**config.mk**
```make
export PLATFORM = sky130hd
export DESIGN_NAME = windowed_min_max_mean_stats
export DESIGN_NICKNAME = d
export VERILOG_FILES = /design/src/rtl/wmms_pkg.sv /design/src/rtl/windowed_min_max_mean_stats.sv /design/src/rtl/wmms_front.sv /design/src/rtl/wmms_fifo.sv /design/src/rtl/wmms_div.sv /design/src/rtl/wmms_back.sv
export SDC_FILE = /design/constraint.sdc
export NUM_CORES = 1
export LEC_CHECK = 0
export ABC_AREA = 1
export BUFFER_PORTS_ARGS = -buffer_cell sky130_fd_sc_hd__buf_2
export CAP_MARGIN = 20
export CELL_PAD_IN_SITES_DETAIL_PLACEMENT = 2
export CELL_PAD_IN_SITES_GLOBAL_PLACEMENT = 2
export CORE_ASPECT_RATIO = 1.25
export CORE_MARGIN = 2
export CORE_UTILIZATION = 40
export CTS_CLUSTER_SIZE = 20
export DETAILED_ROUTE_END_ITERATION = 12
export HOLD_SLACK_MARGIN = 0.02
export PLACE_DENSITY = 0.81
export SLEW_MARGIN = 0
export SYNTH_ARGS = -nofsm -noshare
export SYNTH_HDL_FRONTEND = slang
export SYNTH_SLANG_ARGS = --single-unit
```
**constraint.sdc**
```tcl
create_clock -name clk -period 5.5 [get_ports clk]
set_clock_uncertainty 0.05 [all_clocks]
set_input_delay 0 -clock clk [delete_from_list [all_inputs] [get_ports clk]]
set_output_delay 0 -clock clk [all_outputs]
set_load 0.03 [all_outputs]
```
**src/rtl/wmms_pkg.sv**
```systemverilog
// Shared types and constants for the windowed min/max/mean statistics block.
// Holds the queue word that the front end hands to the back end.
// No dependencies.
package wmms_pkg;

  localparam int NIN       = 6;
  localparam int VAL_W     = 16;
  localparam int SUM_W     = 20;
  localparam int CNT_W     = 5;
  localparam int PERIOD_W  = 5;
  localparam int ELAPSED_W = 7;
  localparam int QDEPTH    = 2;

  localparam int TEMP_W  = 11;
  localparam int HUM_W   = 11;
  localparam int WDIR_W  = 13;
  localparam int RAIN_W  = 10;
  localparam int WSPD_W  = 10;
  localparam int LIGHT_W = 15;

  localparam logic [PERIOD_W-1:0] PERIOD_MIN = 5'd5;
  localparam logic [PERIOD_W-1:0] PERIOD_MAX = 5'd20;
  localparam logic [PERIOD_W-1:0] PERIOD_RST = 5'd5;
  localparam int                  PERIOD_SPAN = 16;

  localparam logic signed [TEMP_W-1:0] COLD_LIMIT  = 11'sd160;
  localparam logic        [HUM_W-1:0]  HUMID_LIMIT = 11'd1280;

  localparam logic signed [SUM_W-1:0] SUM_MAX = {1'b0, {(SUM_W-1){1'b1}}};
  localparam logic signed [SUM_W-1:0] SUM_MIN = {1'b1, {(SUM_W-1){1'b0}}};

  typedef struct packed {
    logic [NIN-1:0][VAL_W-1:0] sample;
    logic                      reload;
    logic                      close;
    logic [CNT_W-1:0]          count;
    logic                      alert;
  } job_t;

endpackage

```
**src/rtl/windowed_min_max_mean_stats.sv**
```systemverilog
// Windowed min/max/mean statistics over six weather channels.
// A status word is registered in the output register once its sample word has passed the queue and the status state.
// The back end takes one queued word at a time; a window-closing word also runs the
// shared mean divider, one quotient bit per cycle, once per channel.
// A two-entry queue keeps accepting sample words while results wait, until it is full.
// Synchronous active-low reset: period 5, window position zero, queue and outputs empty.
module windowed_min_max_mean_stats #(
  parameter int NUM_CHANNELS   = 6,
  parameter int WINDOW_SECONDS = 60,
  parameter int SAMPLE_WIDTH   = 16
) (
  input  logic                                 clk,
  input  logic                                 rst_n,
  input  logic                                 in_valid,
  output logic                                 in_stall,
  input  logic signed [wmms_pkg::TEMP_W-1:0]   in_temperature_sample,
  input  logic        [wmms_pkg::HUM_W-1:0]    in_humidity_sample,
  input  logic signed [wmms_pkg::WDIR_W-1:0]   in_wind_direction_sample,
  input  logic        [wmms_pkg::RAIN_W-1:0]   in_rainfall_sample,
  input  logic        [wmms_pkg::WSPD_W-1:0]   in_wind_speed_sample,
  input  logic        [wmms_pkg::LIGHT_W-1:0]  in_light_sample,
  input  logic                                 cfg_valid,
  output logic                                 cfg_ready,
  input  logic        [wmms_pkg::PERIOD_W-1:0] cfg_period_seconds,
  output logic                                 out_valid,
  input  logic                                 out_stall,
  output logic                                 out_kind,
  output logic [2:0]                           out_channel,
  output logic signed [SAMPLE_WIDTH-1:0]       out_window_minimum,
  output logic signed [SAMPLE_WIDTH-1:0]       out_window_mean,
  output logic signed [SAMPLE_WIDTH-1:0]       out_window_maximum,
  output logic                                 out_cold_humid_alert,
  output logic                                 out_last
);
  import wmms_pkg::*;

  logic push, pop, q_full, q_empty;
  job_t job_in, job_out;

  wmms_front #(
    .WINDOW_SECONDS (WINDOW_SECONDS)
  ) u_front (
    .clk                      (clk),
    .rst_n                    (rst_n),
    .in_valid                 (in_valid),
    .in_stall                 (in_stall),
    .in_temperature_sample    (in_temperature_sample),
    .in_humidity_sample       (in_humidity_sample),
    .in_wind_direction_sample (in_wind_direction_sample),
    .in_rainfall_sample       (in_rainfall_sample),
    .in_wind_speed_sample     (in_wind_speed_sample),
    .in_light_sample          (in_light_sample),
    .cfg_valid                (cfg_valid),
    .cfg_ready                (cfg_ready),
    .cfg_period_seconds       (cfg_period_seconds),
    .push                     (push),
    .job                      (job_in),
    .q_full                   (q_full)
  );

  wmms_fifo u_fifo (
    .clk   (clk),
    .rst_n (rst_n),
    .push  (push),
    .wdata (job_in),
    .full  (q_full),
    .pop   (pop),
    .rdata (job_out),
    .empty (q_empty)
  );

  wmms_back #(
    .NUM_CHANNELS (NUM_CHANNELS),
    .SAMPLE_WIDTH (SAMPLE_WIDTH)
  ) u_back (
    .clk                  (clk),
    .rst_n                (rst_n),
    .q_empty              (q_empty),
    .q_data               (job_out),
    .pop                  (pop),
    .out_valid            (out_valid),
    .out_stall            (out_stall),
    .out_kind             (out_kind),
    .out_channel          (out_channel),
    .out_window_minimum   (out_window_minimum),
    .out_window_mean      (out_window_mean),
    .out_window_maximum   (out_window_maximum),
    .out_cold_humid_alert (out_cold_humid_alert),
    .out_last             (out_last)
  );

endmodule

```
**src/rtl/wmms_front.sv**
```systemverilog
// Front end: accepts sample words, holds the period register and the window
// position, and classifies each word into a queue entry. Uses wmms_pkg.
module wmms_front #(
  parameter int WINDOW_SECONDS = 60
) (
  input  logic                                   clk,
  input  logic                                   rst_n,
  input  logic                                   in_valid,
  output logic                                   in_stall,
  input  logic signed [wmms_pkg::TEMP_W-1:0]     in_temperature_sample,
  input  logic        [wmms_pkg::HUM_W-1:0]      in_humidity_sample,
  input  logic signed [wmms_pkg::WDIR_W-1:0]     in_wind_direction_sample,
  input  logic        [wmms_pkg::RAIN_W-1:0]     in_rainfall_sample,
  input  logic        [wmms_pkg::WSPD_W-1:0]     in_wind_speed_sample,
  input  logic        [wmms_pkg::LIGHT_W-1:0]    in_light_sample,
  input  logic                                   cfg_valid,
  output logic                                   cfg_ready,
  input  logic        [wmms_pkg::PERIOD_W-1:0]   cfg_period_seconds,
  output logic                                   push,
  output wmms_pkg::job_t                         job,
  input  logic                                   q_full
);
  import wmms_pkg::*;

  logic [PERIOD_W-1:0]  period_r;
  logic [ELAPSED_W-1:0] elapsed_r, elapsed_nxt;
  logic [PERIOD_W-1:0]  per_c;
  logic [ELAPSED_W:0]   next_sec, next_end;
  logic                 close_c;
  logic [3:0]           cnt_idx;
  logic [CNT_W-1:0]     cnt_tab [PERIOD_SPAN];

  for (genvar g = 0; g < PERIOD_SPAN; g++) begin : g_cnt
    localparam int CV = WINDOW_SECONDS / (g + 5);
    assign cnt_tab[g] = CNT_W'(CV);
  end

  assign cfg_ready = 1'b1;
  assign in_stall  = q_full;
  assign push      = in_valid && !q_full;

  always_comb begin
    if (period_r < PERIOD_MIN) begin
      per_c = PERIOD_MIN;
    end else if (period_r > PERIOD_MAX) begin
      per_c = PERIOD_MAX;
    end else begin
      per_c = period_r;
    end
    cnt_idx  = 4'(per_c - PERIOD_MIN);
    next_sec = {1'b0, elapsed_r} + (ELAPSED_W+1)'(per_c);
    next_end = next_sec + (ELAPSED_W+1)'(per_c);
    close_c  = next_end > (ELAPSED_W+1)'(WINDOW_SECONDS);
    elapsed_nxt = elapsed_r;
    if (push) begin
      elapsed_nxt = close_c ? '0 : next_sec[ELAPSED_W-1:0];
    end
  end

  always_comb begin
    job.sample[0] = VAL_W'(in_temperature_sample);
    job.sample[1] = VAL_W'(in_humidity_sample);
    job.sample[2] = VAL_W'(in_wind_direction_sample);
    job.sample[3] = VAL_W'(in_rainfall_sample);
    job.sample[4] = VAL_W'(in_wind_speed_sample);
    job.sample[5] = VAL_W'(in_light_sample);
    job.reload    = (elapsed_r == '0);
    job.close     = close_c;
    job.count     = cnt_tab[cnt_idx];
    job.alert     = (in_temperature_sample < COLD_LIMIT) &&
                    (in_humidity_sample > HUMID_LIMIT);
  end

  always_ff @(posedge clk) begin
    if (!rst_n) begin
      period_r  <= PERIOD_RST;
      elapsed_r <= '0;
    end else begin
      if (cfg_valid) begin
        period_r <= cfg_period_seconds;
      end
      elapsed_r <= elapsed_nxt;
    end
  end

endmodule

```
**src/rtl/wmms_fifo.sv**
```systemverilog
// Two-entry queue of classified words between the front and back ends.
// Uses wmms_pkg for the entry type.
module wmms_fifo (
  input  logic           clk,
  input  logic           rst_n,
  input  logic           push,
  input  wmms_pkg::job_t wdata,
  output logic           full,
  input  logic           pop,
  output wmms_pkg::job_t rdata,
  output logic           empty
);
  import wmms_pkg::*;

  localparam int PTR_W = $clog2(QDEPTH);

  job_t             mem [QDEPTH];
  logic [PTR_W-1:0] wr_ptr_r, rd_ptr_r;
  logic [PTR_W:0]   cnt_r;

  assign full  = (cnt_r == (PTR_W+1)'(QDEPTH));
  assign empty = (cnt_r == '0);
  assign rdata = mem[rd_ptr_r];

  always_ff @(posedge clk) begin
    if (push) begin
      mem[wr_ptr_r] <= wdata;
    end
  end

  always_ff @(posedge clk) begin
    if (!rst_n) begin
      wr_ptr_r <= '0;
      rd_ptr_r <= '0;
      cnt_r    <= '0;
    end else begin
      if (push) begin
        wr_ptr_r <= wr_ptr_r + 1'b1;
      end
      if (pop) begin
        rd_ptr_r <= rd_ptr_r + 1'b1;
      end
      if (push && !pop) begin
        cnt_r <= cnt_r + 1'b1;
      end else if (pop && !push) begin
        cnt_r <= cnt_r - 1'b1;
      end
    end
  end

  a_no_overflow: assert property (@(posedge clk) disable iff (!rst_n)
    !(push && full))
    else $error("Queue written while full.");

  a_no_underflow: assert property (@(posedge clk) disable iff (!rst_n)
    !(pop && empty))
    else $error("Queue read while empty.");

  a_count_bound: assert property (@(posedge clk) disable iff (!rst_n)
    cnt_r <= (PTR_W+1)'(QDEPTH))
    else $error("Queue fill count out of range.");

endmodule

```
**src/rtl/wmms_div.sv**
```systemverilog
// Shared iterative divider for the window mean: signed sum by unsigned count,
// one quotient bit per cycle, truncated toward zero. Uses wmms_pkg.
module wmms_div (
  input  logic                              clk,
  input  logic                              rst_n,
  input  logic                              start,
  input  logic signed [wmms_pkg::SUM_W-1:0] dividend,
  input  logic        [wmms_pkg::CNT_W-1:0] divisor,
  output logic                              busy,
  output logic                              done,
  output logic signed [wmms_pkg::SUM_W-1:0] quotient
);
  import wmms_pkg::*;

  localparam int STEP_W = $clog2(SUM_W + 1);

  logic [SUM_W-1:0]  a_r;
  logic [CNT_W-1:0]  rem_r, d_r;
  logic [STEP_W-1:0] step_r;
  logic              neg_r, busy_r, done_r;
  logic [CNT_W:0]    trial;
  logic              fits;

  assign trial    = {rem_r, a_r[SUM_W-1]};
  assign fits     = trial >= {1'b0, d_r};
  assign busy     = busy_r;
  assign done     = done_r;
  assign quotient = neg_r ? -$signed(a_r) : $signed(a_r);

  always_ff @(posedge clk) begin
    if (start) begin
      a_r   <= dividend[SUM_W-1] ? SUM_W'(-dividend) : SUM_W'(dividend);
      neg_r <= dividend[SUM_W-1];
      d_r   <= divisor;
      rem_r <= '0;
    end else if (busy_r) begin
      rem_r <= fits ? CNT_W'(trial - {1'b0, d_r}) : trial[CNT_W-1:0];
      a_r   <= {a_r[SUM_W-2:0], fits};
    end
  end

  always_ff @(posedge clk) begin
    if (!rst_n) begin
      busy_r <= 1'b0;
      done_r <= 1'b0;
      step_r <= '0;
    end else if (start) begin
      busy_r <= 1'b1;
      done_r <= 1'b0;
      step_r <= STEP_W'(SUM_W);
    end else if (busy_r) begin
      step_r <= step_r - 1'b1;
      if (step_r == STEP_W'(1)) begin
        busy_r <= 1'b0;
        done_r <= 1'b1;
      end
    end
  end

endmodule

```
**src/rtl/wmms_back.sv**
```systemverilog
// Back end: pops classified words, updates the per-channel trackers, and
// sequences the status word and the window statistics words through the
// output register. Uses wmms_pkg and wmms_div.
module wmms_back #(
  parameter int NUM_CHANNELS = 6,
  parameter int SAMPLE_WIDTH = 16
) (
  input  logic                          clk,
  input  logic                          rst_n,
  input  logic                          q_empty,
  input  wmms_pkg::job_t                q_data,
  output logic                          pop,
  output logic                          out_valid,
  input  logic                          out_stall,
  output logic                          out_kind,
  output logic [2:0]                    out_channel,
  output logic signed [SAMPLE_WIDTH-1:0] out_window_minimum,
  output logic signed [SAMPLE_WIDTH-1:0] out_window_mean,
  output logic signed [SAMPLE_WIDTH-1:0] out_window_maximum,
  output logic                          out_cold_humid_alert,
  output logic                          out_last
);
  import wmms_pkg::*;

  localparam int CH_W = (NUM_CHANNELS > 1) ? $clog2(NUM_CHANNELS) : 1;
  localparam logic [1:0] ST_IDLE   = 2'd0;
  localparam logic [1:0] ST_STATUS = 2'd1;
  localparam logic [1:0] ST_DIV    = 2'd2;
  localparam logic signed [63:0] MEAN_HI = (64'sd1 <<< (SAMPLE_WIDTH - 1)) - 64'sd1;
  localparam logic signed [63:0] MEAN_LO = -MEAN_HI - 64'sd1;

  logic [1:0]       state_r, state_nxt;
  logic [CH_W-1:0]  ch_r, ch_nxt, start_idx;
  logic             close_r, close_nxt, alert_r, alert_nxt;
  logic [CNT_W-1:0] cnt_r, cnt_nxt;

  logic signed [VAL_W-1:0] min_r [NUM_CHANNELS];
  logic signed [VAL_W-1:0] max_r [NUM_CHANNELS];
  logic signed [SUM_W-1:0] sum_r [NUM_CHANNELS];
  logic signed [VAL_W-1:0] ch_smp  [NUM_CHANNELS];
  logic signed [VAL_W-1:0] min_upd [NUM_CHANNELS];
  logic signed [VAL_W-1:0] max_upd [NUM_CHANNELS];
  logic signed [SUM_W-1:0] sum_upd [NUM_CHANNELS];

  logic                          out_valid_r, out_valid_nxt;
  logic                          out_kind_r, out_kind_nxt;
  logic [2:0]                    out_channel_r, out_channel_nxt;
  logic signed [SAMPLE_WIDTH-1:0] out_min_r, out_min_nxt;
  logic signed [SAMPLE_WIDTH-1:0] out_mean_r, out_mean_nxt;
  logic signed [SAMPLE_WIDTH-1:0] out_max_r, out_max_nxt;
  logic                          out_alert_r, out_alert_nxt;
  logic                          out_last_r, out_last_nxt;

  logic                    slot_free, last_ch;
  logic                    div_start, div_busy, div_done;
  logic signed [SUM_W-1:0] div_quot;
  logic signed [63:0]      quot_ext, mean_sat;

  for (genvar g = 0; g < NUM_CHANNELS; g++) begin : g_ch
    logic signed [SUM_W:0] acc;
    if (g < NIN) begin : g_live
      assign ch_smp[g] = $signed(q_data.sample[g]);
    end else begin : g_zero
      assign ch_smp[g] = '0;
    end
    assign acc = (SUM_W+1)'(sum_r[g]) + (SUM_W+1)'(ch_smp[g]);
    assign sum_upd[g] = q_data.reload ? SUM_W'(ch_smp[g]) :
                        (acc[SUM_W] != acc[SUM_W-1]) ?
                        (acc[SUM_W] ? SUM_MIN : SUM_MAX) : acc[SUM_W-1:0];
    assign min_upd[g] = (q_data.reload || ch_smp[g] < min_r[g]) ? ch_smp[g] : min_r[g];
    assign max_upd[g] = (q_data.reload || ch_smp[g] > max_r[g]) ? ch_smp[g] : max_r[g];
  end

  wmms_div u_div (
    .clk      (clk),
    .rst_n    (rst_n),
    .start    (div_start),
    .dividend (sum_r[start_idx]),
    .divisor  (cnt_r),
    .busy     (div_busy),
    .done     (div_done),
    .quotient (div_quot)
  );

  assign slot_free = !out_valid_r || !out_stall;
  assign last_ch   = (ch_r == CH_W'(NUM_CHANNELS - 1));
  assign quot_ext  = 64'(div_quot);

  always_comb begin
    if (quot_ext > MEAN_HI) begin
      mean_sat = MEAN_HI;
    end else if (quot_ext < MEAN_LO) begin
      mean_sat = MEAN_LO;
    end else begin
      mean_sat = quot_ext;
    end
  end

  always_comb begin
    state_nxt       = state_r;
    ch_nxt          = ch_r;
    close_nxt       = close_r;
    alert_nxt       = alert_r;
    cnt_nxt         = cnt_r;
    pop             = 1'b0;
    div_start       = 1'b0;
    start_idx       = '0;
    out_valid_nxt   = out_valid_r && out_stall;
    out_kind_nxt    = out_kind_r;
    out_channel_nxt = out_channel_r;
    out_min_nxt     = out_min_r;
    out_mean_nxt    = out_mean_r;
    out_max_nxt     = out_max_r;
    out_alert_nxt   = out_alert_r;
    out_last_nxt    = out_last_r;
    case (state_r)
      ST_IDLE: begin
        if (!q_empty) begin
          pop       = 1'b1;
          close_nxt = q_data.close;
          alert_nxt = q_data.alert;
          cnt_nxt   = q_data.count;
          state_nxt = ST_STATUS;
        end
      end
      ST_STATUS: begin
        if (slot_free) begin
          out_valid_nxt   = 1'b1;
          out_kind_nxt    = 1'b0;
          out_channel_nxt = '0;
          out_min_nxt     = '0;
          out_mean_nxt    = '0;
          out_max_nxt     = '0;
          out_alert_nxt   = alert_r;
          out_last_nxt    = !close_r;
          if (close_r) begin
            div_start = 1'b1;
            ch_nxt    = '0;
            state_nxt = ST_DIV;
          end else begin
            state_nxt = ST_IDLE;
          end
        end
      end
      ST_DIV: begin
        if (div_done && slot_free) begin
          out_valid_nxt   = 1'b1;
          out_kind_nxt    = 1'b1;
          out_channel_nxt = 3'(ch_r);
          out_min_nxt     = SAMPLE_WIDTH'(64'(min_r[ch_r]));
          out_mean_nxt    = mean_sat[SAMPLE_WIDTH-1:0];
          out_max_nxt     = SAMPLE_WIDTH'(64'(max_r[ch_r]));
          out_alert_nxt   = 1'b0;
          out_last_nxt    = last_ch;
          if (last_ch) begin
            state_nxt = ST_IDLE;
          end else begin
            ch_nxt    = ch_r + 1'b1;
            start_idx = ch_r + 1'b1;
            div_start = 1'b1;
          end
        end
      end
      default: begin
        state_nxt = ST_IDLE;
      end
    endcase
  end

  always_ff @(posedge clk) begin
    if (pop) begin
      for (int i = 0; i < NUM_CHANNELS; i++) begin
        min_r[i] <= min_upd[i];
        max_r[i] <= max_upd[i];
        sum_r[i] <= sum_upd[i];
      end
    end
    ch_r          <= ch_nxt;
    close_r       <= close_nxt;
    alert_r       <= alert_nxt;
    cnt_r         <= cnt_nxt;
    out_kind_r    <= out_kind_nxt;
    out_channel_r <= out_channel_nxt;
    out_min_r     <= out_min_nxt;
    out_mean_r    <= out_mean_nxt;
    out_max_r     <= out_max_nxt;
    out_alert_r   <= out_alert_nxt;
    out_last_r    <= out_last_nxt;
  end

  always_ff @(posedge clk) begin
    if (!rst_n) begin
      state_r     <= ST_IDLE;
      out_valid_r <= 1'b0;
    end else begin
      state_r     <= state_nxt;
      out_valid_r <= out_valid_nxt;
    end
  end

  assign out_valid            = out_valid_r;
  assign out_kind             = out_kind_r;
  assign out_channel          = out_channel_r;
  assign out_window_minimum   = out_min_r;
  assign out_window_mean      = out_mean_r;
  assign out_window_maximum   = out_max_r;
  assign out_cold_humid_alert = out_alert_r;
  assign out_last             = out_last_r;

  a_div_idle_at_start: assert property (@(posedge clk) disable iff (!rst_n)
    div_start |-> !div_busy)
    else $error("Divider started while busy.");

  a_div_only_on_close: assert property (@(posedge clk) disable iff (!rst_n)
    (state_r == ST_DIV) |-> close_r)
    else $error("Statistics sequence without a window close.");

  a_status_fields_zero: assert property (@(posedge clk) disable iff (!rst_n)
    (out_valid_r && !out_kind_r) |->
      (out_channel_r == '0 && out_min_r == '0 && out_mean_r == '0 && out_max_r == '0))
    else $error("Status word carries statistics fields.");

endmodule
```
# After elaboration in Yosys (flattened, before gate mapping)
# Memory sizes are Yosys's and may differ from the RTL's. A register that Yosys moved wholly into a read port is not among the register bits.
# Cells that the tools add are included.
[totals]
latch_bits = 0
mem_count = 5
out_inout_bits = 57
regBits = 121
mem_bits_rw = 484
elab_cells = 227
mem_bits_ro = 80
input_bits = 80
[op_classes]
addsub = 18
n_div = 0
multipliers = 0
n_reduce_logical = 37
bitwise = 3
mux = 100
shifts = 0
eq_ne = 17
order_cmp = 21
[memory_table]
columns = ["memory", "words", "width", "rd", "rd_ports_with_merged_regs", "write_ports", "line", "source"]
rows = [
  ["u_fifo.mem", 2, 86, 1, 1, 1, "wmms_fifo.sv:17", "job_t mem [QDEPTH];"],
  ["u_back.sum_r", 6, 20, 7, 0, 6, "wmms_back.sv:39", "logic signed [SUM_W-1:0] sum_r [NUM_CHANNELS];"],
  ["u_back.max_r", 6, 16, 7, 1, 6, "wmms_back.sv:38", "logic signed [VAL_W-1:0] max_r [NUM_CHANNELS];"],
  ["u_back.min_r", 6, 16, 7, 1, 6, "wmms_back.sv:37", "logic signed [VAL_W-1:0] min_r [NUM_CHANNELS];"],
  ["(name not given)", 16, 5, 1, 0, 0, "wmms_front.sv:69", "job.count = cnt_tab[cnt_idx];"],
]
[op_table]
columns = ["operator", "n"]
rows = [
  ["2-to-1 mux 20 bit", 22],
  ["2-to-1 mux 16 bit", 18],
  ["adder 20 x 16 -> 21 bit", 6],
  ["greater-than comparator 16 bit", 6],
  ["less-than comparator 16 bit", 6],
  ["case mux 16 bit (2 select lines)", 3],
  ["negation 20 bit", 2],
  ["2-to-1 mux 5 bit", 7],
  ["2-to-1 mux 3 bit", 11],
  ["2-to-1 mux 1 bit", 23],
  ["greater-than comparator 20 x 16 -> 1 bit, second input constant", 1],
  ["less-than comparator 20 x 16 -> 1 bit, second input constant", 1],
  ["2-to-1 mux 2 bit", 7],
  ["logical OR 1 bit", 13],
  ["case mux 3 bit (2 select lines)", 2],
  ["greater-than comparator 11 bit, second input constant", 1],
  ["less-than comparator 11 x 9 -> 1 bit, second input constant", 1],
  ["case mux 1 bit (2 select lines)", 5],
  ["adder 7 x 5 -> 8 bit", 1],
  ["adder 8 x 5 -> 8 bit", 1],
  ["greater-than comparator 8 x 6 -> 1 bit, second input constant", 1],
  ["!= test 2 x 1 -> 1 bit, second input constant", 4],
  ["logical NOT 7 bit", 1],
  ["2-to-1 mux 7 bit", 1],
  ["other kinds (29)", 52],
]

# Logic depth before layout (Yosys ltp)
# Gate-level depths: netlist (run 1).
# An unclocked memory read counts as a cell.
[depth]
ltp_word = 9
depth_mapped = 23
mapped_depth_nobuf = 23

# Hierarchy
# A second synthesis (run 1) with hierarchy kept.
[hier_totals]
hier_cells = 4526
hier_area_um2 = 40990.6
[modules_own_cells]
columns = ["mod", "area_each_um2", "seq_area_each_um2", "n_inst", "cells_per_inst"]
rows = [
  ["wmms_back", 28190.8, 11410.9, 1, 3478],
  ["wmms_fifo", 7983.9, 6346.1, 1, 359],
  ["wmms_div", 2795.2, 1021.0, 1, 389],
  ["wmms_front", 2020.7, 240.2, 1, 300],
]

# Worst setup path after synthesis (run 1)
# OpenSTA, ideal clock, no wires.
[synth_path]
kind = "register to register"
start = "reg u_back.state_r[0]"
end = "reg (tool-made name)"
period_less_slack_ns = 4.689
arrival_ns = 4.519
setup_time_ns = 0.121
path_slack_ns = 0.811
path_stages_with_launch = 10
n_path_buf = 1
required_time_ns = 5.329
cell_sequence = "dfxtp_1 > inv_1 > ha_1 > buf_4 > nand2_1 > nand2_1 > a21oi_1 > nand2_1 > a21oi_1 > mux2_2"
[synth_rtl]
columns = ["item", "line", "source"]
rows = [
  ["start: declaration", "wmms_back.sv:32", "logic [1:0] state_r, state_nxt;"],
  ["start signal: assignment", "wmms_back.sv:196", "state_r <= state_nxt;"],
]

==> metrics.md, run 1 <==
| Metric | Value |
|---|---|
| Post-route ant nets | `0` |
| Total Die Area | `0.08147 mm^2` |
| Number of synthesized flops with an enable pin | `502` |
| Synth Cell Area | `0.03168 mm^2` |
| Worst Setup End Kind | `register` |
| Synth Area in Simple Gates | `18.12%` |
| Avg Inst Size Synth | `9.248 um^2` |
| Most frequent cells in the layout | `nand2_1, edfxtp_1, inv_1` |
| Vias per std cell | `5.808` |
| Initial drt markers | `1,956` |
| Worst Hold Depth | `2` |
| First-pass GRT wire length | `~200,000 um` |
| Core box area | `0.07856 mm^2` |
| Yosys reg bits | `537` |
| Finish-stage setup viols | `0` |
| Share of post-route cells with drive strength above 1 | `9.288%` |
| Cell leakage power | `16.07 nW` |
| Outcome | `finished clean` |
| Slew @ Worst Pin | `about 1.1 ns` |
| Vias in the first global route | `between 30,000 and 40,000` |
| Top cell type by total area after synthesis | `edfxtp_1` |
| Cells after Synth | `3,425` |
| Pwr dens | `772.2 mW/mm^2` |
| Yosys cell types | `67` |
| Layout area overhead | `17.26%` |
| Fmax | `between 200 and 250 MHz` |
| Most common cell after layout, fill and taps aside | `nand2_1` |
| Async S/R FF share, synth | `0%` |
| Startpoint types | `register` |
| Via count | `28,070` |
| Synth Area in Compound Gates | `11.89%` |
| Mux cell area share after synthesis | `less than 1%` |
| Fin. Hold Viols | `0` |
| CP arrival | `~5.2 ns` |
| Largest family of logic cells by synthesized area | `simple AND/OR/NAND/NOR gates` |
| GRT Total Usage | `32.34%` |
| Grt total ovfl | `0` |
| Initial antenna violation count | `4` |
| Peak VDD IR | `between 300 and 400 uV` |
| Clock Tree Buf Depth | `3` |
| FF-to-FF path depth | `17` |
| Area share of the largest cell type after synthesis | `47.59%` |
| CTS tree | `done` |
| Max-Cap Viols | `0` |
| Post-layout min period | `roughly 4.8 ns` |
| CTS Buf Count | `59` |
| Hold wc startpoint | `in_rainfall_sample[5]` |
| Final setup margin | `between 0.7 and 0.8 ns` |
| Seq/Total Area, Yosys | `49.80%` |
| Max-Slew Margin vs Limit | `28.75%` |
| Clock latency on the worst-skew pair | `0.69 ns` |
| Die X | `255.7 um` |
| HP Class | `input pin to register` |
| Port Buffers | `135` |
| Top post-synthesis cells by area | `edfxtp_1, ha_1, nand2_1, a21oi_1, inv_1` |
| Final core occ | `47.28%` |
| Setup TNS | `0 ns` |
| Synth Area in Adders | `10.36%` |
| Nets | `between 4,000 and 5,000` |
| Pre-CTS WS | `0.9363 ns` |
| CTS H-Tree Depth | `2` |
| Pin count of the biggest net entering global routing | `67` |
| Routability cong. | `0.9046` |
| Clk slew on worst S/H paths | `around 0.070 ns` |
| FF-to-FF End | `u_back.sum_r[1][1]` |
| Initial Util | `40.32%` |
| Hold EP | `u_fifo.mem[1][56]` |
| Critical path class | `register to register` |
| Die H | `approximately 320 um` |
| Total wire length | `around 130,000 um` |
| R2r setup slk | `0.71 ns` |
| Pre-antenna DRT Iters | `7` |
| Mapped Nets | `3,762` |
| Final period util | `87.06%` |
| Row count | `115` |
| DRC | `0` |
| Clock sinks | `roughly 540` |
| Fin. max-slew vios | `0` |
| Synth warn | `0` |
| Critical Path RT | `5.93 ns` |
| Ys flop type | `edfxtp_1` |
| Crit Path Max Fanout | `34` |
| Synth Area in XOR/XNOR | `3.512%` |
| Root buf cell | `clkbuf_16` |
| # IOs | `137` |
| RSZ-0062 raised after global routing | `no` |
| Post-DR wirelength/cell | `27.61 um` |
| CTS resizes | `0` |
| HPWL after detailed placement | `86,710 um` |
[registers in the layout (all words and copies together), names as in the netlist, 3 cells and up, named ones only]
signal and count:
u_back.ch_r 3, u_back.cnt_r 4, u_back.max_r 70, u_back.min_r 70, u_back.out_channel 3, u_back.out_window_maximum 16, u_back.out_window_mean 16, u_back.out_window_minimum 16
u_back.sum_r 120, u_back.u_div.a_r 20, u_back.u_div.d_r 4, u_back.u_div.rem_r 5, u_back.u_div.step_r 5, u_fifo.mem 154, u_front.elapsed_r 7, u_front.period_r 5
[power by group]
part | leakage [nW] | internal [mW] | total, mW | switching (mW)
Sequential | 5.00 | 6.97 | 8.09 | 1.12
Combinational | 10.1 | 4.87 | 16.3 | 11.4
Clock | 0.954 | 2.39 | 4.29 | 1.90
[critical path, cell delays in order, from the launching register on]
cell      delay [ns]
dfxtp_4         0.46
inv_2           0.63
buf_4           0.35
nand2_1         0.09
nand2_1         0.22
ha_1            0.21
inv_1           0.11
fa_1            0.48
nand3b_1        0.20
nand2_1         0.14
a21oi_1         0.12
o21ai_0         0.33
a21oi_1         0.17
o21ai_0         0.18
nand4_1         0.12
nand2_1         0.34
nand2_1         0.15
a21oi_1         0.25
[worst max-delay path by stage]
stage	end	slack [ns]
finish	u_back.sum_r[1][1]	0.71
global placement	u_back.sum_r[3][0]	1.17
CTS	u_back.sum_r[1][4]	0.87
floorplan	register	0.81
global route	u_back.sum_r[1][1]	0.43
detailed placement	u_back.sum_r[3][0]	0.94
[layer usage]
| metal | track usage, % | wire length, um | up-vias |
|---|---|---|---|
| li1 | - | - | 12460 |
| met5 | 0 | 31 | - |
| met4 | 18.02 | 8084 | 4 |
| met1 | 35.35 | 49690 | 14210 |
| met2 | 59.12 | 68670 | 1010 |
| met3 | 5.492 | 6954 | 393 |
[metrics by stage]
step,area [um^2],hold slack [ns],cells,power (mW)
after floorplan,31680,0.04887,3425,17.63
after global placement,33690,0.1393,4576,21.70
after detailed placement,33690,0.1416,4576,22.97
after CTS,37100,0.02002,4827,27.71
after global routing,37140,0.05919,4832,30.31
final,37140,0.03390,4833,28.68
[cells by family after synthesis]
group / after synthesis
AO/OA/AOI/OAI: 654
AND/OR/NAND/NOR: 1359
other: 1
buffers and inverters: 483
XOR/XNOR: 127
multiplexers: 7
flip-flops: 537
adder cells (fa/ha/maj): 257
[repair_timing]
| action | CTS | global route |
|---|---|---|
| setup buffers | 0 | 0 |
| hold endpoints to repair | 174 | 0 |
| hold buffers | 143 | 0 |
[final cells by class]
type                       instances  area [um^2]
fill                            8403        41420
sequential                       537        15780
multi-input combinational       2405        14010
timing repair buffer             339         2581
clock buffer                      74         1595
inverter                         390         1468
tap                             1053         1318
clock inverter                    34        385.4
antenna                            1        2.502
[cell usage after synthesis (10+ instances only)]
| library cell | count |
|---|---|
| a21o_1 | 19 |
| a21oi_1 | 308 |
| a31oi_1 | 20 |
| a32o_1 | 19 |
| buf_2 | 18 |
| clkbuf_1 | 51 |
| dfxtp_1 | 35 |
| edfxtp_1 | 502 |
| ha_1 | 248 |
| inv_1 | 377 |
| nand2_1 | 819 |
| nand2_2 | 10 |
| nand3_1 | 199 |
| nand4_1 | 36 |
| nor2_1 | 206 |
| nor3_1 | 22 |
| nor4_1 | 18 |
| o211ai_1 | 13 |
| o21ai_0 | 172 |
| o21ai_1 | 16 |
| o221ai_1 | 22 |
| or2_2 | 14 |
| xnor2_1 | 54 |
| xor2_1 | 73 |
(Power assumes the default switching activity.)
==> run 2, diff against run 1 <==
--- a/config.mk
+++ b/config.mk
@@ -6,7 +6,7 @@
 export NUM_CORES = 1
 export LEC_CHECK = 0
 export ABC_AREA = 1
-export BUFFER_PORTS_ARGS = -buffer_cell sky130_fd_sc_hd__buf_2
+export BUFFER_PORTS_ARGS = -buffer_cell sky130_fd_sc_hd__buf_4
 export CAP_MARGIN = 20
 export CELL_PAD_IN_SITES_DETAIL_PLACEMENT = 2
 export CELL_PAD_IN_SITES_GLOBAL_PLACEMENT = 2
==> constraint.sdc (replaced) <==
create_clock -name clk -period 5.45 [get_ports clk]
set_clock_uncertainty 0.05 [all_clocks]
set_input_delay 0 -clock clk [delete_from_list [all_inputs] [get_ports clk]]
set_output_delay 0 -clock clk [all_outputs]
set_load 0.03 [all_outputs]
==> run 2 against run 1 <==
Compared with the run above:
- combinational power increased by 3%
- wire length is 3.0% higher
- via count grew 0.83%
- die area unchanged
- power rose by 1.6%
- first-iteration DRC count down 1.7%
- setup slack gained 0.079 ns
- flip-flop and latch count stayed put
- clock-buffer cell count up 3
- global-route usage grew 0.99 points
- largest cell class unchanged
==> metrics.md, run 2 (synthesis results as in run 1) <==
| Metric | Value |
|---|---|
| Final core occ | `47.72% (+0.45 points)` |
| Non-filler cells, final | `4,842 (+0.19%)` |
| Worst Hold Depth | `2 (unchanged)` |
| Critical Path RT | `5.77 ns (-0.16 ns)` |
| R2r setup slk | `0.79 ns (+0.08 ns)` |
| FF-to-FF path depth | `14 (-3)` |
| Final period util | `85.50% (-1.6 points)` |
| DRC | `0 (unchanged)` |
| Routability cong. | `0.9045 (about the same)` |
| Flop pwr share | `28.0% (-0.2 points)` |
| Clock Tree Buf Depth | `3 (unchanged)` |
| Sw power | `14.81 mW (+2.5%)` |
| Initial drt markers | `1,922 (-1.7%)` |
| Comb pwr share | `57.6% (+0.8 points)` |
| Post-DR wirelength/cell | `28.37 um (+2.8%)` |
| Top flop regs | `u_fifo.mem x154, u_back.sum_r x120` |
| Pre-antenna DRT Iters | `5 (-2)` |
| Total wire length | `137,400 um (+3.0%)` |
| Max-Cap Viols | `0 (unchanged)` |
| Crit-path cells | `inv_2 -> buf_4 -> nand2_1 -> nand2_1 -> ha_1 -> a21o_1 -> a21oi_1 -> o21ai_1 -> a21oi_1 -> o21ai_2 -> nand2_1 -> nand3_1 -> nand2_1 -> a21oi_1` |
| Kind of cell adding the most delay to the critical path | `simple AND/OR/NAND/NOR gates` |
| Fin. Hold Viols | `0 (unchanged)` |
| Share of post-route cells with drive strength above 1 | `9.242% (-0.046 points)` |
| # IOs | `137 (unchanged)` |
| CP arrival | `4.98 ns (-0.24 ns)` |
| Fin. max-slew vios | `0 (unchanged)` |
| Grt total ovfl | `0 (unchanged)` |
| Slew @ Worst Pin | `1.228 ns (+0.1620 ns)` |
| RSZ-0062 raised after global routing | `no` |
| Vias in the first global route | `32,110 (+0.78%)` |
| Hold EP | `u_fifo.mem[0][42]` |
| Finish-stage setup viols | `0 (unchanged)` |
| FF-to-FF End | `u_back.sum_r[5][16]` |
| Crit path buffers/inverters | `2 (-1)` |
| CTS H-Tree Depth | `2 (unchanged)` |
| CTS Buf Count | `59 (unchanged)` |
| Peak VDD IR | `386.7 uV (+9.1%)` |
| Clock latency on the worst-skew pair | `0.68 ns (about the same)` |
| Worst Setup End Kind | `register` |
| Placed cell count | `4,579 (+0.066%)` |
| Slowest Stage Delay on Critical Path | `0.54 ns (-0.09 ns)` |
| First-pass GRT wire length | `205,900 um (+2.1%)` |
| Post-CTS Setup Bufs | `0 (unchanged)` |
| Slowest-stage cell, CP | `inv_2` |
| Critical path class | `register to register` |
| Placed cell area | `0.03406 mm^2 (+1.1%)` |
| Pwr dens | `777.5 mW/mm^2 (+0.69%)` |
| Final instance area | `0.03749 mm^2 (+0.94%)` |
| Max-Slew Margin vs Limit | `17.26% (-11 points)` |
| Hold wc startpoint | `in_wind_direction_sample[7]` |
| Pin count of the biggest net entering global routing | `69 (+3.0%)` |
| Post-layout min period | `4.660 ns (-0.1285 ns)` |
| Levels on crit path | `14 (-3)` |
| Sw frac | `50.81% (+0.41 points)` |
| Clock sinks | `537 (unchanged)` |
| Initial antenna violation count | `5 (+1)` |
| Crit Path Max Fanout | `37 (+8.8%)` |
| Internal power | `14.34 mW (+0.79%)` |
| Total Die Area | `0.08147 mm^2 (unchanged)` |
| Root buf cell | `clkbuf_16` |
| Setup TNS | `0 ns (unchanged)` |
| CTS tree | `done` |
| Port Buffers | `135 (unchanged)` |
| GRT Total Usage | `33.33% (+0.99 points)` |
| Post-route ant nets | `0 (unchanged)` |
| Row count | `115 (unchanged)` |
| Cell leakage power | `16.18 nW (+0.67%)` |
| Clock share of power | `14.3% (-0.7 points)` |
| HP Class | `input pin to register` |
| Core box area | `0.07856 mm^2 (unchanged)` |
| HPWL after detailed placement | `89,170 um (+2.8%)` |
| Clk slew on worst S/H paths | `0.07 ns (about the same)` |
| Die X | `255.7 um (unchanged)` |
| Vias per std cell | `5.846 (+0.65%)` |
| Nets | `4,081 (+0.29%)` |
| Layout area overhead | `18.36%` |
| FILL cells | `8,347 (-0.67%)` |
| Via count | `28,310 (+0.83%)` |
| Initial Util | `40.32% (unchanged)` |
| Most used cell, CP | `nand2_1` |
| Most frequent cells in the layout | `nand2_1, edfxtp_1, inv_1` |
| Outcome | `finished clean` |
| Fmax | `214.6 MHz (+2.8%)` |
| Max FFs per register | `154 (unchanged)` |
| Most common cell after layout, fill and taps aside | `nand2_1` |
| Biggest register | `u_fifo.mem` |
| Die H | `318.6 um (unchanged)` |
| Startpoint types | `register` |
==> run 2: timing repair <==
action	in CTS	in global routing
endpoints found under the hold margin	166	0
gates resized for setup	0	0
hold buffers	154	0
==> run 2: power by group through the flow <==
stage          Clock (mW)  Sequential, mW  Combinational, mW
2_1_floorplan           0            8.08               9.71
3_3_place_gp            0            7.94               14.2
3_5_place_dp            0            8.07               15.4
4_1_cts              4.10            8.02               15.8
5_1_grt              4.33            8.25               18.2
6_report             4.18            8.17               16.8
==> run 2: metrics by stage <==
stage / worst slack, ns / hold slack (ns) / power [mW]
after global placement: 1.266 / 0.1350 / 22.14
final: 0.7904 / 0.02907 / 29.15
after floorplan: 0.7606 / 0.04887 / 17.79
after detailed placement: 0.9337 / 0.1379 / 23.51
after global routing: 0.4526 / 0.03860 / 30.74
after CTS: 0.9155 / 0.02320 / 27.94
==> run 2: area by class of cell <==
| cell class | instances | area [um^2] | area share, % |
|---|---|---|---|
| diodes | 2 | 5.005 | 0.01335 |
| clock buffers | 77 | 1564 | 4.172 |
| clock inverters | 27 | 300.3 | 0.8009 |
| inverters | 390 | 1468 | 3.915 |
| multi-input cells | 2405 | 14010 | 37.37 |
| flip-flops and latches | 537 | 15780 | 42.09 |
| well taps | 1053 | 1318 | 3.514 |
| repair buffers | 351 | 3045 | 8.123 |
==> run 2: worst max path at each step <==
stage	startpoint	endpoint	slack (ns)
2_1_floorplan	u_back.state_r[0]	register	0.76
3_3_place_gp	register	u_back.sum_r[3][6]	1.27
3_5_place_dp	register	u_back.sum_r[5][4]	0.93
4_1_cts	register	u_back.sum_r[5][4]	0.92
5_1_grt	u_front.period_r[0]	u_fifo.mem[0][6]	0.45
6_report	register	u_back.sum_r[5][16]	0.79
==> run 2: routing by layer <==
| metal | wire length, um | vias to the layer above | global-route usage (%) |
|---|---|---|---|
| li1 | - | 12490 | - |
| met3 | 6874 | 474 | 5.181 |
| met2 | 70640 | 1052 | 61.07 |
| met1 | 50030 | 14290 | 35.53 |
| met5 | 41 | - | 0 |
| met4 | 9784 | 6 | 21.33 |
==> run 3, diff against run 2 <==
--- a/config.mk
+++ b/config.mk
@@ -5,14 +5,13 @@
 export SDC_FILE = /design/constraint.sdc
 export NUM_CORES = 1
 export LEC_CHECK = 0
-export ABC_AREA = 1
 export BUFFER_PORTS_ARGS = -buffer_cell sky130_fd_sc_hd__buf_4
 export CAP_MARGIN = 20
 export CELL_PAD_IN_SITES_DETAIL_PLACEMENT = 2
 export CELL_PAD_IN_SITES_GLOBAL_PLACEMENT = 2
 export CORE_ASPECT_RATIO = 1.25
 export CORE_MARGIN = 2
-export CORE_UTILIZATION = 40
+export CORE_UTILIZATION = 43
 export CTS_CLUSTER_SIZE = 20
 export DETAILED_ROUTE_END_ITERATION = 12
 export HOLD_SLACK_MARGIN = 0.02
==> run 3 against run 2 <==
Compared with the run above:
- setup slack worse by 0.50 ns
- critical path depth did not move
- cell count shrank 15%
- non-clock buffer count is 20 lower
- clock-buffer cell count shrank 7
- flip-flop and latch count did not move
- final area is 0.46% lower
- sequential power up 3.5%
- first-iteration DRC count grew 17%
==> metrics.md, run 3 <==
| Metric | Value |
|---|---|
| Hold wc startpoint | `in_wind_speed_sample[8]` |
| Top post-synthesis cells by area | `edfxtp_1, ha_1, mux2_2, inv_1, o21ai_0` |
| Routability cong. | `0.8959 (-0.95%)` |
| Commonest cells in the netlist | `edfxtp_1, ha_1, inv_1` |
| Die X | `246.3 um (-3.7%)` |
| Port Buffers | `135 (unchanged)` |
| Mapped Nets | `3,158 (-16%)` |
| Seq/Total Area, Yosys | `49.99% (+0.18 points)` |
| Grt total ovfl | `0 (unchanged)` |
| Post-layout min period | `5.156 ns (+0.4968 ns)` |
| # IOs | `137 (unchanged)` |
| Final period util | `94.61% (+9.1 points)` |
| Area share of the largest cell type after synthesis | `47.77% (+0.18 points)` |
| Crit path buffers/inverters | `3 (+1)` |
| Peak VDD IR | `524.5 uV (+36%)` |
| Vias in the first global route | `29,410 (-8.4%)` |
| Slew @ Worst Pin | `1.046 ns (-0.1819 ns)` |
| Total Die Area | `0.07559 mm^2 (-7.2%)` |
| CP arrival | `5.46 ns (+0.48 ns)` |
| CTS Buf Count | `57 (-3.4%)` |
| Finish-stage setup viols | `0 (unchanged)` |
| HPWL after detailed placement | `84,630 um (-5.1%)` |
| HP Class | `input pin to register` |
| GRT Total Usage | `36.22% (+2.9 points)` |
| Root buf cell | `clkbuf_16` |
| Max-Slew Margin vs Limit | `29.36% (+12 points)` |
| Avg Inst Size Synth | `11.19 um^2 (+21%)` |
| Yosys reg bits | `537 (unchanged)` |
| Cell leakage power | `14.75 nW (-8.8%)` |
| Fin. max-slew vios | `0 (unchanged)` |
| Layout area overhead | `18.25% (about the same)` |
| Most common cell after layout, fill and taps aside | `edfxtp_1` |
| Core box area | `0.07305 mm^2 (-7.0%)` |
| Die H | `306.9 um (-3.7%)` |
| Initial antenna violation count | `4 (-1)` |
| Synth warn | `0 (unchanged)` |
| Slowest-stage cell, CP | `dfxtp_4` |
| Initial Util | `43.20% (+2.9 points)` |
| DRC | `0 (unchanged)` |
| CTS tree | `done` |
| Critical path class | `register to register` |
| Most frequent cells in the layout | `edfxtp_1, ha_1, inv_1` |
| FF-to-FF End | `u_back.sum_r[4][12]` |
| Max-Cap Viols | `0 (unchanged)` |
| CTS H-Tree Depth | `2 (unchanged)` |
| RSZ-0062 raised after global routing | `no` |
| Startpoint types | `register` |
| Yosys cell types | `84 (+25%)` |
| Via count | `26,500 (-6.4%)` |
| Row count | `111 (-3.5%)` |
| Clk slew on worst S/H paths | `0.08 ns (about the same)` |
| Pwr dens | `744.7 mW/mm^2 (-4.2%)` |
| Ys flop type | `edfxtp_1` |
| Non-filler cells, final | `4,118 (-15%)` |
| Worst Setup End Kind | `register` |
| Setup TNS | `0 ns (unchanged)` |
| Worst Hold Depth | `2 (unchanged)` |
| Clock latency on the worst-skew pair | `0.69 ns (about the same)` |
| Fmax | `193.9 MHz (-9.6%)` |
| Total wire length | `137,700 um (+0.26%)` |
| Slowest Stage Delay on Critical Path | `0.76 ns (+0.22 ns)` |
| Fin. Hold Viols | `0 (unchanged)` |
| Critical Path RT | `5.75 ns (-0.02 ns)` |
| Max FFs per register | `154 (unchanged)` |
| Initial drt markers | `2,241 (+17%)` |
| Pin count of the biggest net entering global routing | `104 (+51%)` |
| Post-DR wirelength/cell | `33.45 um (+18%)` |
| Share of post-route cells with drive strength above 1 | `13.69% (+4.5 points)` |
| Crit-path cells | `buf_4 -> mux2i_1 -> inv_1 -> ha_1 -> inv_1 -> fa_1 -> nand2b_1 -> a21boi_0 -> o21ai_0 -> a211o_1 -> nand2_1 -> or4_1 -> nand2_1 -> o21ai_0` |
| R2r setup slk | `0.29 ns (-0.50 ns)` |
| Hold EP | `u_fifo.mem[0][69]` |
| Async S/R FF share, synth | `0% (unchanged)` |
| Top flop regs | `u_fifo.mem x154, u_back.sum_r x120` |
| Number of synthesized flops with an enable pin | `502 (unchanged)` |
| Kind of cell adding the most delay to the critical path | `simple AND/OR/NAND/NOR gates` |
| Hold slack | `0.04917 ns (+0.02010 ns)` |
| Top cell type by total area after synthesis | `edfxtp_1` |
| Pre-antenna DRT Iters | `5 (unchanged)` |
| Nets | `3,443 (-16%)` |
| Post-CTS Setup Bufs | `0 (unchanged)` |
| Clock sinks | `537 (unchanged)` |
| Post-route ant nets | `0 (unchanged)` |
| FF-to-FF path depth | `14 (unchanged)` |
| Placed cell count | `3,859 (-16%)` |
| Biggest register | `u_fifo.mem` |
| First-pass GRT wire length | `202,200 um (-1.8%)` |
| Outcome | `finished clean` |
| Vias per std cell | `6.435 (+10%)` |
| Crit Path Max Fanout | `29 (-22%)` |
| Clock Tree Buf Depth | `3 (unchanged)` |
| Cells after Synth | `2,821 (-18%)` |
| Most numerous cell in the Yosys netlist | `edfxtp_1` |
| Synth Cell Area | `0.03156 mm^2 (-0.37%)` |
-- run 3: changes by cell type in the layout (fill, tap and decap cells not counted), sizes merged, moves of 26 or more --
cell    delta
a21oi    -140
nand3    -161
nor2b     +39
o21a      +41
a21o      +37
a31oi     +28
mux2      +93
nand2b    +26
inv      -155
nor2      -39
mux2i     +51
a211oi    +36
nand2    -660
-- run 3: final cells by class --
cell class              count  area [um^2]
flip-flops and latches    537        15780
repair buffers            331         2858
clock inverters            38        515.5
well taps                 960         1201
inverters                 232        873.3
diodes                      3        7.507
clock buffers              70         1536
multi-input cells        1947        14550
fillers                  7192        35730
-- run 3: per-layer routing --
metal | wire, um | share of wire (%) | vias to the layer above | GRT usage, %
li1 | - | - | 11120 | -
met1 | 49230 | 36 | 13570 | 39.49
met2 | 69500 | 50 | 1244 | 64.03
met3 | 8025 | 5.8 | 553 | 6.231
met4 | 10920 | 7.9 | 8 | 24.39
met5 | 57 | 0.041 | - | 0
-- run 3: cells by family after synthesis --
logic type	count (synthesis)	synth area share, %
mux	171	6.589
compound gates	744	15.28
xor+xnor	131	3.636
fa+ha+maj	259	10.47
simple gates	641	9.931
buf+inv	337	4.099
other cells	1	0.01188
flops	537	49.99
-- run 3: how the worst max path moves through the flow --
| stage | start | slack (ns) | cells after the start | endpoint |
|---|---|---|---|---|
| after global placement | register | 0.73 | 13 | u_back.sum_r[0][16] |
| after detailed placement | register | 0.28 | 13 | u_back.sum_r[0][11] |
| after CTS | register | 0.15 | 13 | u_back.sum_r[0][11] |
| final | register | 0.29 | 14 | u_back.sum_r[4][12] |
| after floorplan | u_back.state_r[0] | 0.67 | 6 | u_back.min_r[2][0] |
| after global routing | register | 0.04 | 13 | u_back.sum_r[0][16] |
-- run 3: repair_timing --
action / CTS / global route
hold buffers: 145 / 0
resized for setup: 0 / 1
endpoints found under the hold margin: 173 / 0
endpoints found under the setup margin: 0 / 8
-- run 3: power by group --
| group | internal (mW) | switching (mW) |
|---|---|---|
| combinational | 5.08 | 9.73 |
| clock | 2.54 | 1.98 |
| sequential | 6.84 | 1.62 |
-- run 3: metrics by stage --
stage | area, um^2 | total power, mW | util [%] | worst slack [ns]
6_report | 37320 | 27.79 | 51.08 | 0.2936
5_1_grt | 37310 | 28.85 | 51.07 | 0.04443
4_1_cts | 37280 | 26.51 | 51.04 | 0.1493
3_5_place_dp | 33780 | 21.54 | 46.24 | 0.2832
3_3_place_gp | 33770 | 20.25 | 46.23 | 0.7291
2_1_floorplan | 31560 | 16.50 | - | 0.6724
